==> src/sv/lda_gibbs_token_sampler_unit_macros.svh <==
// ----------------------------------------------------------------------------
// lda gibbs token sampler assertion macros
// property wrappers used by the asserting unit
// ----------------------------------------------------------------------------
`ifndef LDA_GIBBS_TOKEN_SAMPLER_UNIT_MACROS_SVH
`define LDA_GIBBS_TOKEN_SAMPLER_UNIT_MACROS_SVH

// same-cycle implication
`define LGTS_ASSERT_NOW(label, ante, cons) \
    label: assert property (@(posedge i_clk) disable iff (!i_rst_n) (ante) |-> (cons)) \
        else $error("lgts: same-cycle check failed");

// next-cycle implication
`define LGTS_ASSERT_NEXT(label, ante, cons) \
    label: assert property (@(posedge i_clk) disable iff (!i_rst_n) (ante) |=> (cons)) \
        else $error("lgts: next-cycle check failed");

`endif

==> src/sv/lgts_pkg.sv <==
// ----------------------------------------------------------------------------
// lgts_pkg
// shared sizes, codes and types of the lda gibbs token sampler
// ----------------------------------------------------------------------------
package lgts_pkg;

    localparam int MAX_TOPICS = 64;
    localparam int TOPIC_W    = 6;
    localparam int K_W        = 7;
    localparam int WORD_W     = 12;
    localparam int DOC_W      = 10;

    localparam int WT_W  = 24;
    localparam int DT_W  = 16;
    localparam int TT_W  = 32;
    localparam int WT_AW = WORD_W + TOPIC_W;
    localparam int DT_AW = DOC_W + TOPIC_W;

    localparam int NUM_W  = 41;
    localparam int DEN_W  = 49;
    localparam int Q_W    = 32;
    localparam int DA_W   = 33;
    localparam int PROD_W = 65;
    localparam int WGT_W  = 49;
    localparam int ACC_W  = 56;

    typedef logic [1:0] t_status;
    localparam t_status ST_OK    = 2'd0;
    localparam t_status ST_UNDER = 2'd1;
    localparam t_status ST_RANGE = 2'd2;

    localparam logic REQ_ADD      = 1'b0;
    localparam logic REQ_RESAMPLE = 1'b1;

    typedef logic [1:0] t_reg_idx;
    localparam t_reg_idx REG_TOPICS = 2'd0;
    localparam t_reg_idx REG_ALPHA  = 2'd1;
    localparam t_reg_idx REG_BETA   = 2'd2;
    localparam t_reg_idx REG_VBETA  = 2'd3;

    typedef struct packed {
        logic              rd;
        logic              wr;
        logic [WORD_W-1:0] word;
        logic [DOC_W-1:0]  doc;
        logic [TOPIC_W-1:0] topic;
    } t_cnt_cmd;

endpackage

==> src/sv/lgts_div.sv <==
// ----------------------------------------------------------------------------
// lgts_div
// restoring divider, one quotient bit a cycle, saturating q16.16 ratio
// ----------------------------------------------------------------------------
module lgts_div import lgts_pkg::*; (
    input  logic             i_clk,
    input  logic             i_rst_n,
    input  logic             i_start,
    input  logic [NUM_W-1:0] i_num,
    input  logic [DEN_W-1:0] i_den,
    output logic [Q_W-1:0]   o_quot,
    output logic             o_done
);

    typedef enum logic [1:0] {D_IDLE, D_CHK, D_RUN} t_dstate;

    t_dstate          r_state;
    logic [NUM_W-1:0] r_num;
    logic [DEN_W-1:0] r_den;
    logic [DEN_W-1:0] r_rem;
    logic [Q_W-1:0]   r_sh;
    logic [4:0]       r_cnt;

    logic [DEN_W:0]   n_rem2;
    logic             n_ge;
    logic [DEN_W:0]   n_diff;

    assign n_rem2 = {r_rem, r_sh[Q_W-1]};
    assign n_ge   = n_rem2 >= {1'b0, r_den};
    assign n_diff = n_rem2 - {1'b0, r_den};

    always_ff @(posedge i_clk) begin
        if (!i_rst_n) begin
            r_state <= D_IDLE;
            o_done  <= 1'b0;
        end else begin
            o_done <= 1'b0;
            case (r_state)
                D_IDLE: begin
                    if (i_start) begin
                        r_num   <= i_num;
                        r_den   <= i_den;
                        r_state <= D_CHK;
                    end
                end
                D_CHK: begin
                    if ({24'b0, r_num} >= {r_den, 16'b0}) begin
                        o_quot  <= '1;
                        o_done  <= 1'b1;
                        r_state <= D_IDLE;
                    end else begin
                        r_rem   <= DEN_W'(r_num[NUM_W-1:16]);
                        r_sh    <= {r_num[15:0], 16'b0};
                        r_cnt   <= '0;
                        r_state <= D_RUN;
                    end
                end
                D_RUN: begin
                    r_rem  <= n_ge ? n_diff[DEN_W-1:0] : n_rem2[DEN_W-1:0];
                    r_sh   <= {r_sh[Q_W-2:0], 1'b0};
                    o_quot <= {o_quot[Q_W-2:0], n_ge};
                    r_cnt  <= r_cnt + 5'd1;
                    if (&r_cnt) begin
                        o_done  <= 1'b1;
                        r_state <= D_IDLE;
                    end
                end
                default: r_state <= D_IDLE;
            endcase
        end
    end

endmodule

==> config.mk <==
export PLATFORM = sky130hd
export DESIGN_NAME = lgts_div
export DESIGN_NICKNAME = d
export VERILOG_FILES = /design/src/sv/lda_gibbs_token_sampler_unit_macros.svh /design/src/sv/lgts_pkg.sv /design/src/sv/lgts_div.sv
export SDC_FILE = /design/constraint.sdc
export NUM_CORES = 1
export LEC_CHECK = 0
export ABC_AREA = 1
export BUFFER_PORTS_ARGS = -buffer_cell sky130_fd_sc_hd__clkbuf_2
export CAP_MARGIN = 0
export CORE_ASPECT_RATIO = 0.8
export CORE_MARGIN = 8
export CORE_UTILIZATION = 35
export DETAILED_ROUTE_END_ITERATION = 8
export PLACE_DENSITY = 0.59
export SKIP_LAST_GASP = 1
export SLEW_MARGIN = 20
export SYNTH_ARGS = -nofsm -noshare
export SYNTH_HDL_FRONTEND = slang
export SYNTH_SLANG_ARGS = --single-unit
==> constraint.sdc <==
create_clock -name i_clk -period 7.4 [get_ports i_clk]
set_clock_uncertainty 0.1 [all_clocks]
set_input_delay 1.48 -clock i_clk [delete_from_list [all_inputs] [get_ports i_clk]]
set_output_delay 1.48 -clock i_clk [all_outputs]
set_load 0.01 [all_outputs]
* After elaboration in Yosys (flattened, before gate mapping)
Index checks and enable logic that the tools add are counted.
Storage, ports and cells: register bits after elaboration 211, latch bits 0, memory bits (writable) 0, memory bits (read-only) 0, bits of input ports 93, output and inout bits 33, logic and storage cells 41, memories kept 0
Cells by class: add/sub/neg operators 2, multipliers 0, divide/modulo/power cells 0, magnitude comparators 2, equal/unequal tests 6, shifts and indexed selects 0, multiplexer cells 16, bitwise operators 0, reductions and logical operators 7
Operator list (count):
- $pmux 32 s2 | 2
- $mux 49 | 2
- $pmux 49 s2 | 1
- $ge 41x65->1 | 1
- $mux 32 | 2
- $ge 50x49->1 | 1
- $sub 49x49->49 | 1
- $pmux 5 s2 | 1
- $reduce_and 3->1 | 3
- $ne 2x2->1 const B | 4
- $mux 2 | 3
- $pmux 2 s3 | 1
- $add 5x1->5 const B | 1
- $mux 5 | 1
- $reduce_and 5->1 | 1
- $eq 2x1->1 const B | 1
- $eq 2x2->1 const B | 1
- $logic_not 2->1 | 1
- $mux 1 | 2
- $pmux 1 s2 | 1
- $reduce_and 2->1 | 1
- $reduce_bool 2->1 | 1

* Depth between registers and ports, before layout
depth in word-level cells 3, depth in mapped cells 17, mapped depth without buffers 17

* Least setup slack after synthesis
No wires, ideal clock.
path kind in2reg, start point input port i_start, end point register r_den[0], enable pin, library setup time 0.541 ns, arrival 5.304 ns, data required time 6.759 ns, slack 1.455 ns, stages 2, buffers on the path 0, cell sequence nand2_1 > nor2_1
On the way: longest elaborated chain between the ends 1
RTL lines:
- from (decl) | RTL line lgts_div.sv:8 | input logic i_start,
- $reduce_and 3->1 (no source line)
- to (signal assigned) | RTL line lgts_div.sv:42 | r_den <= i_den;
- to (decl) | RTL line lgts_div.sv:19 | logic [DEN_W-1:0] r_den;
No other way between the ends. A chain may end at the register's enable or synchronous reset.

* Worst setup path after layout
start point register r_rem[23], end point register r_rem[42] (data pin)
On the way: longest elaborated chain between the ends 3, elaborated cells on any way between the ends 4, classes of those cells add/sub (1); order compare (1); mux (2)
RTL lines:
- from (decl) | RTL line lgts_div.sv:20 | logic [DEN_W-1:0] r_rem;
- from (signal assigned) | RTL line lgts_div.sv:52 | r_rem <= DEN_W'(r_num[NUM_W-1:16]);
- from (signal assigned) | RTL line lgts_div.sv:59 | r_rem <= n_ge ? n_diff[DEN_W-1:0] : n_rem2[DEN_W-1:0];
- $sub 49x49->49 or $ge 50x49->1 (tied branches) | RTL line lgts_div.sv:30, lgts_div.sv:29
- $mux 49 * | RTL line lgts_div.sv:59
- $pmux 49 s2 * | RTL line lgts_div.sv:38 | case (r_state)
Every way passes the cells marked *; elsewhere a longest branch is shown, timed or not.

==> flow_results.xml <==
<?xml version="1.0" encoding="UTF-8"?>
<metrics>
  <group name="placement">
    <metric name="dp.final_hpwl" unit="um">31460</metric>
    <metric name="place.port_buffers" unit="">125</metric>
    <metric name="gp_congestion" unit="">0.9573</metric>
    <metric name="post_dp_cell_area" unit="mm^2">0.01436</metric>
  </group>
  <group name="synthesis">
    <metric name="synth_flop_cell" unit="">edfxtp_1</metric>
    <metric name="synth.avg_cell_area" unit="um^2">7.449</metric>
    <metric name="syn-cell-area" unit="mm^2">0.01322</metric>
    <metric name="synth_top_family_by_area" unit="">simple AND/OR/NAND/NOR gates</metric>
    <metric name="xor_xnor_portion_of_the_synthesized_cell_area" unit="">0.009936</metric>
    <metric name="count_of_flip_flops_with_a_built_in_enable_after_synthesis" unit="">192</metric>
    <metric name="ys_warn_count" unit="">0</metric>
    <metric name="post_synth_inst_count" unit="">1775</metric>
    <metric name="ys_async_sr_fraction" unit="">0</metric>
    <metric name="mappedNetlistNets" unit="">1948</metric>
    <metric name="unique_masters_post_synth" unit="">37</metric>
    <metric name="number_of_flip_flops_and_latches_in_the_synthesized_netlist" unit="">195</metric>
    <metric name="post_synthesis_share_of_cell_area_spent_on_full_adders_half_adders_and_majority_gates" unit="">0.07627</metric>
    <metric name="synth_simple_gate_area_share" unit="">0.3335</metric>
    <metric name="yosysSeqAreaShare" unit="">0.4406</metric>
    <metric name="proportion_of_synthesized_area_in_mux_cells" unit="">0</metric>
    <metric name="synth_compound_gate_area_share" unit="">0.03066</metric>
  </group>
  <group name="floorplan">
    <metric name="die_area" unit="mm^2">0.04429</metric>
    <metric name="design.portCount" unit="">126</metric>
    <metric name="start_util" unit="">0.3561</metric>
    <metric name="die_y" unit="um">189.9</metric>
    <metric name="chipWidth" unit="um">233.3</metric>
    <metric name="row_count" unit="">63</metric>
    <metric name="floorplan.core_area" unit="mm^2">0.03713</metric>
  </group>
  <group name="global_route">
    <metric name="track_usage" unit="">0.1817</metric>
    <metric name="grt_start_max_net_pins" unit="">71</metric>
    <metric name="antenna_found_initial" unit="">0</metric>
    <metric name="grt_pass1_vias" unit="">10930</metric>
    <metric name="grt_pass1_wl" unit="um">61450</metric>
    <metric name="grtUsageMet3" unit="">0.05135</metric>
    <metric name="gr-max-usage-layer" unit="">met1</metric>
    <metric name="met1_usage" unit="">0.2635</metric>
    <metric name="groute.layer.met2.usage" unit="">0.2602</metric>
    <metric name="gr_overflow_total" unit="">0</metric>
  </group>
  <group name="clock_tree">
    <metric name="cts-resized-gates" unit="">0</metric>
    <metric name="clock_latency" unit="ps">480</metric>
    <metric name="cts.root.buffer_cell" unit="">clkbuf_16</metric>
    <metric name="htree_levels" unit="">4</metric>
    <metric name="clockBufferDepth" unit="">2</metric>
    <metric name="clkTransAtPathRegs" unit="ps">80</metric>
    <metric name="cts_num_sinks" unit="">195</metric>
    <metric name="tritoncts" unit="">yes</metric>
    <metric name="tritoncts.num_buffers" unit="">17</metric>
    <metric name="cts.hold.buffers_added" unit="">0</metric>
    <metric name="cts_setup_buffers" unit="">0</metric>
  </group>
  <group name="worst_setup_path">
    <metric name="worstSetupStartpoint" unit="">r_rem[23]$_DFFE_PP_</metric>
    <metric name="timing.critical_path.slowest_stage_cell" unit="">nand2_8</metric>
    <metric name="worst_path_most_repeated_cell" unit="">nor2_2</metric>
    <metric name="cp-end-kind" unit="">register</metric>
    <metric name="regToRegSetupSlack" unit="ps">3810</metric>
    <metric name="startpoint_type" unit="">register</metric>
    <metric name="path_class" unit="">reg2reg</metric>
    <metric name="cp_data_arrival_time" unit="ps">3720</metric>
    <metric name="crit_fanout" unit="">53</metric>
    <metric name="critical-path-max-stage-delay" unit="ps">600</metric>
    <metric name="crit-reg2reg-capture" unit="">r_rem[42]$_SDFFCE_PN0P_</metric>
    <metric name="reg2reg_depth" unit="">12</metric>
    <metric name="cell_by_cell_trace_of_the_critical_path" unit="">ha_1 -&gt; nand2_1 -&gt; nor2_2 -&gt; inv_2 -&gt; nor2_2 -&gt; inv_1 -&gt; nor2_2 -&gt; nand3_4 -&gt; nand2_8 -&gt; inv_1 -&gt; nor2_1 -&gt; nor2_1</metric>
    <metric name="required" unit="ps">7520</metric>
    <metric name="timing.rr.start" unit="">r_rem[23]$_DFFE_PP_</metric>
    <metric name="critical_path.endpoint" unit="">r_rem[42]$_SDFFCE_PN0P_</metric>
  </group>
  <group name="timing">
    <metric name="layout_worst_path_cycle_share" unit="">0.4856</metric>
    <metric name="setup_violations" unit="">0</metric>
    <metric name="max_clock_freq" unit="GHz">0.2783</metric>
    <metric name="max_slew_headroom_at_the_worst_pin" unit="">0.3057</metric>
    <metric name="timing.final.hold_violations" unit="">0</metric>
    <metric name="worst_slew_pin_slew" unit="ps">1041</metric>
    <metric name="totalNegativeSetupSlack" unit="ps">0</metric>
    <metric name="maxSlewViolCount" unit="">0</metric>
    <metric name="rsz0062_at_grt" unit="">false</metric>
    <metric name="post-route-min-period" unit="ps">3594</metric>
  </group>
  <group name="final_layout">
    <metric name="post_route_cells_drive_above_1_share" unit="">0.1164</metric>
    <metric name="final_non_filler_cell_area" unit="mm^2">0.01493</metric>
    <metric name="antennaDiodeCount" unit="">0</metric>
    <metric name="layout-area-overhead-vs-synth" unit="%">12.93</metric>
    <metric name="final_net_count" unit="">2068</metric>
  </group>
  <group name="power">
    <metric name="ir_worst_vdd" unit="V">0.0001482</metric>
    <metric name="final_total_pwr" unit="mW">4.629</metric>
    <metric name="power.static_leakage" unit="nW">7.162</metric>
    <metric name="power_per_cell_area" unit="mW/mm^2">310.0</metric>
  </group>
  <group name="hold_path">
    <metric name="worst_hold_startpoint" unit="">r_state[0]$_SDFFE_PN0P_</metric>
    <metric name="hold_path.class" unit="">reg2reg</metric>
    <metric name="min_path_cells" unit="">2</metric>
  </group>
  <group name="run_status">
    <metric name="run_status" unit="">completed</metric>
  </group>
  <group name="routing">
    <metric name="routed_wl" unit="um">40000</metric>
    <metric name="drt-vias-per-instance" unit="">4.749</metric>
    <metric name="avgRoutedWirePerCell" unit="um">16.71</metric>
    <metric name="ant_nets" unit="">0</metric>
    <metric name="remaining_drc_errors" unit="">0</metric>
    <metric name="detailroute.via_count" unit="">11370</metric>
    <metric name="dr.first_iter.drc_count" unit="">982</metric>
    <metric name="detail_route.first_pass.iterations" unit="">5</metric>
  </group>
  <group name="flow_run">
    <metric name="cap_viol_max_count" unit="">0</metric>
  </group>
</metrics>
## cells in the final DEF, fill, tap and decap left out, types with 5 or more instances in the layout
| cell | instances |
|---|---|
| a21oi_1 | 48 |
| and2_1 | 5 |
| buf_4 | 5 |
| clkbuf_16 | 17 |
| clkbuf_2 | 125 |
| edfxtp_1 | 192 |
| ha_1 | 78 |
| inv_1 | 330 |
| inv_2 | 7 |
| nand2_1 | 642 |
| nand3_1 | 96 |
| nand3b_1 | 26 |
| nand4_1 | 37 |
| nor2_1 | 171 |
| nor2_2 | 9 |
| nor3_1 | 11 |
| o21ai_0 | 13 |
| or2_2 | 31 |
| xnor2_1 | 13 |
## per-stage QoR
step / instances / setup WS [ps] / utilization / hold slack, ps
5_1_grt: 2394 / 3503 / 0.4022 / 448.6
3_5_place_dp: 2363 / 3624 / 0.3868 / 406.3
3_3_place_gp: 2363 / 3745 / 0.3867 / 383.4
4_1_cts: 2394 / 3851 / 0.4022 / 421.7
2_1_floorplan: 1775 / 1455 / - / 357.6
6_report: 2394 / 3806 / 0.4022 / 418.3
## power breakdown
part / leakage (nW) / total (mW) / internal (mW) / switching, mW
logic: 5.18 / 2.12 / 0.634 / 1.48
clock network: 0.275 / 0.924 / 0.447 / 0.477
registers: 1.70 / 1.59 / 1.50 / 0.0819
total: 7.16 / 4.63 / 2.59 / 2.04
## final cells by class
cell class | count | area (um^2)
Sequential cell | 195 | 5826
Clock buffer | 18 | 429.2
Timing Repair Buffer | 130 | 663.1
Fill cell | 3852 | 22200
Tap cell | 487 | 609.3
Multi-Input combinational cell | 1209 | 5976
Clock inverter | 13 | 142.6
Inverter | 342 | 1286
## state kept, by name, summed over array words and instances (netlist names)
signal and cells:
o_done 1, o_quot 32, r_cnt 5, r_den 49, r_num 41, r_rem 49, r_sh 16, r_state 2
## per-layer routing
layer	part of all wire	wire length, um
met1	0.50	19910
met2	0.41	16430
met3	0.072	2873
met4	0.020	793
met5	0	0
## cell usage after synthesis, types with 3 or more instances
library cell,n,area (um^2)
ha_1,79,988.5
clkinv_1,4,15.01
and2_1,5,31.28
a21oi_1,49,245.2
buf_6,5,56.30
clkbuf_1,12,45.04
nand3_1,96,480.5
nand3b_1,26,195.2
nor2_1,172,645.6
nor3_1,11,55.05
inv_2,6,22.52
xnor2_1,13,113.9
nor2_2,9,56.30
o21bai_1,4,30.03
edfxtp_1,192,5766
o21ai_0,13,65.06
nand4_1,37,231.5
buf_2,10,50.05
inv_1,332,1246
nor4_1,3,18.77
nand2_1,642,2410
dfxtp_1,3,60.06
or2_2,31,193.9
## how the worst min path moves through the flow
| stage | to | slack, ps |
|---|---|---|
| 4_1_cts | r_state[0]$_SDFFE_PN0P_ | 420 |
| 3_5_place_dp | r_sh[28]$_DFFE_PP_ | 410 |
| 6_report | r_state[0]$_SDFFE_PN0P_ | 420 |
| 2_1_floorplan | r_state[0]$_SDFFE_PN0P_ | 360 |
| 3_3_place_gp | r_state[0]$_SDFFE_PN0P_ | 380 |
| 5_1_grt | r_state[0]$_SDFFE_PN0P_ | 450 |
## worst max-delay path, delay by kind of cell (launching register included)
kind	cells	cell delay, ps
DFF	1	440
and+or+nand+nor	8	1960
adders and majority gates	1	460
buffers and inverters	3	380
## kinds of logic (layout without fill, tap and decap cells)
kind of cell	count (synthesis)	after routing
xor+xnor	15	15
compound gates	74	74
fa+ha+maj	80	80
flops	195	195
buf+inv	371	503
simple gates	1040	1040
(Power assumes the default switching activity.)
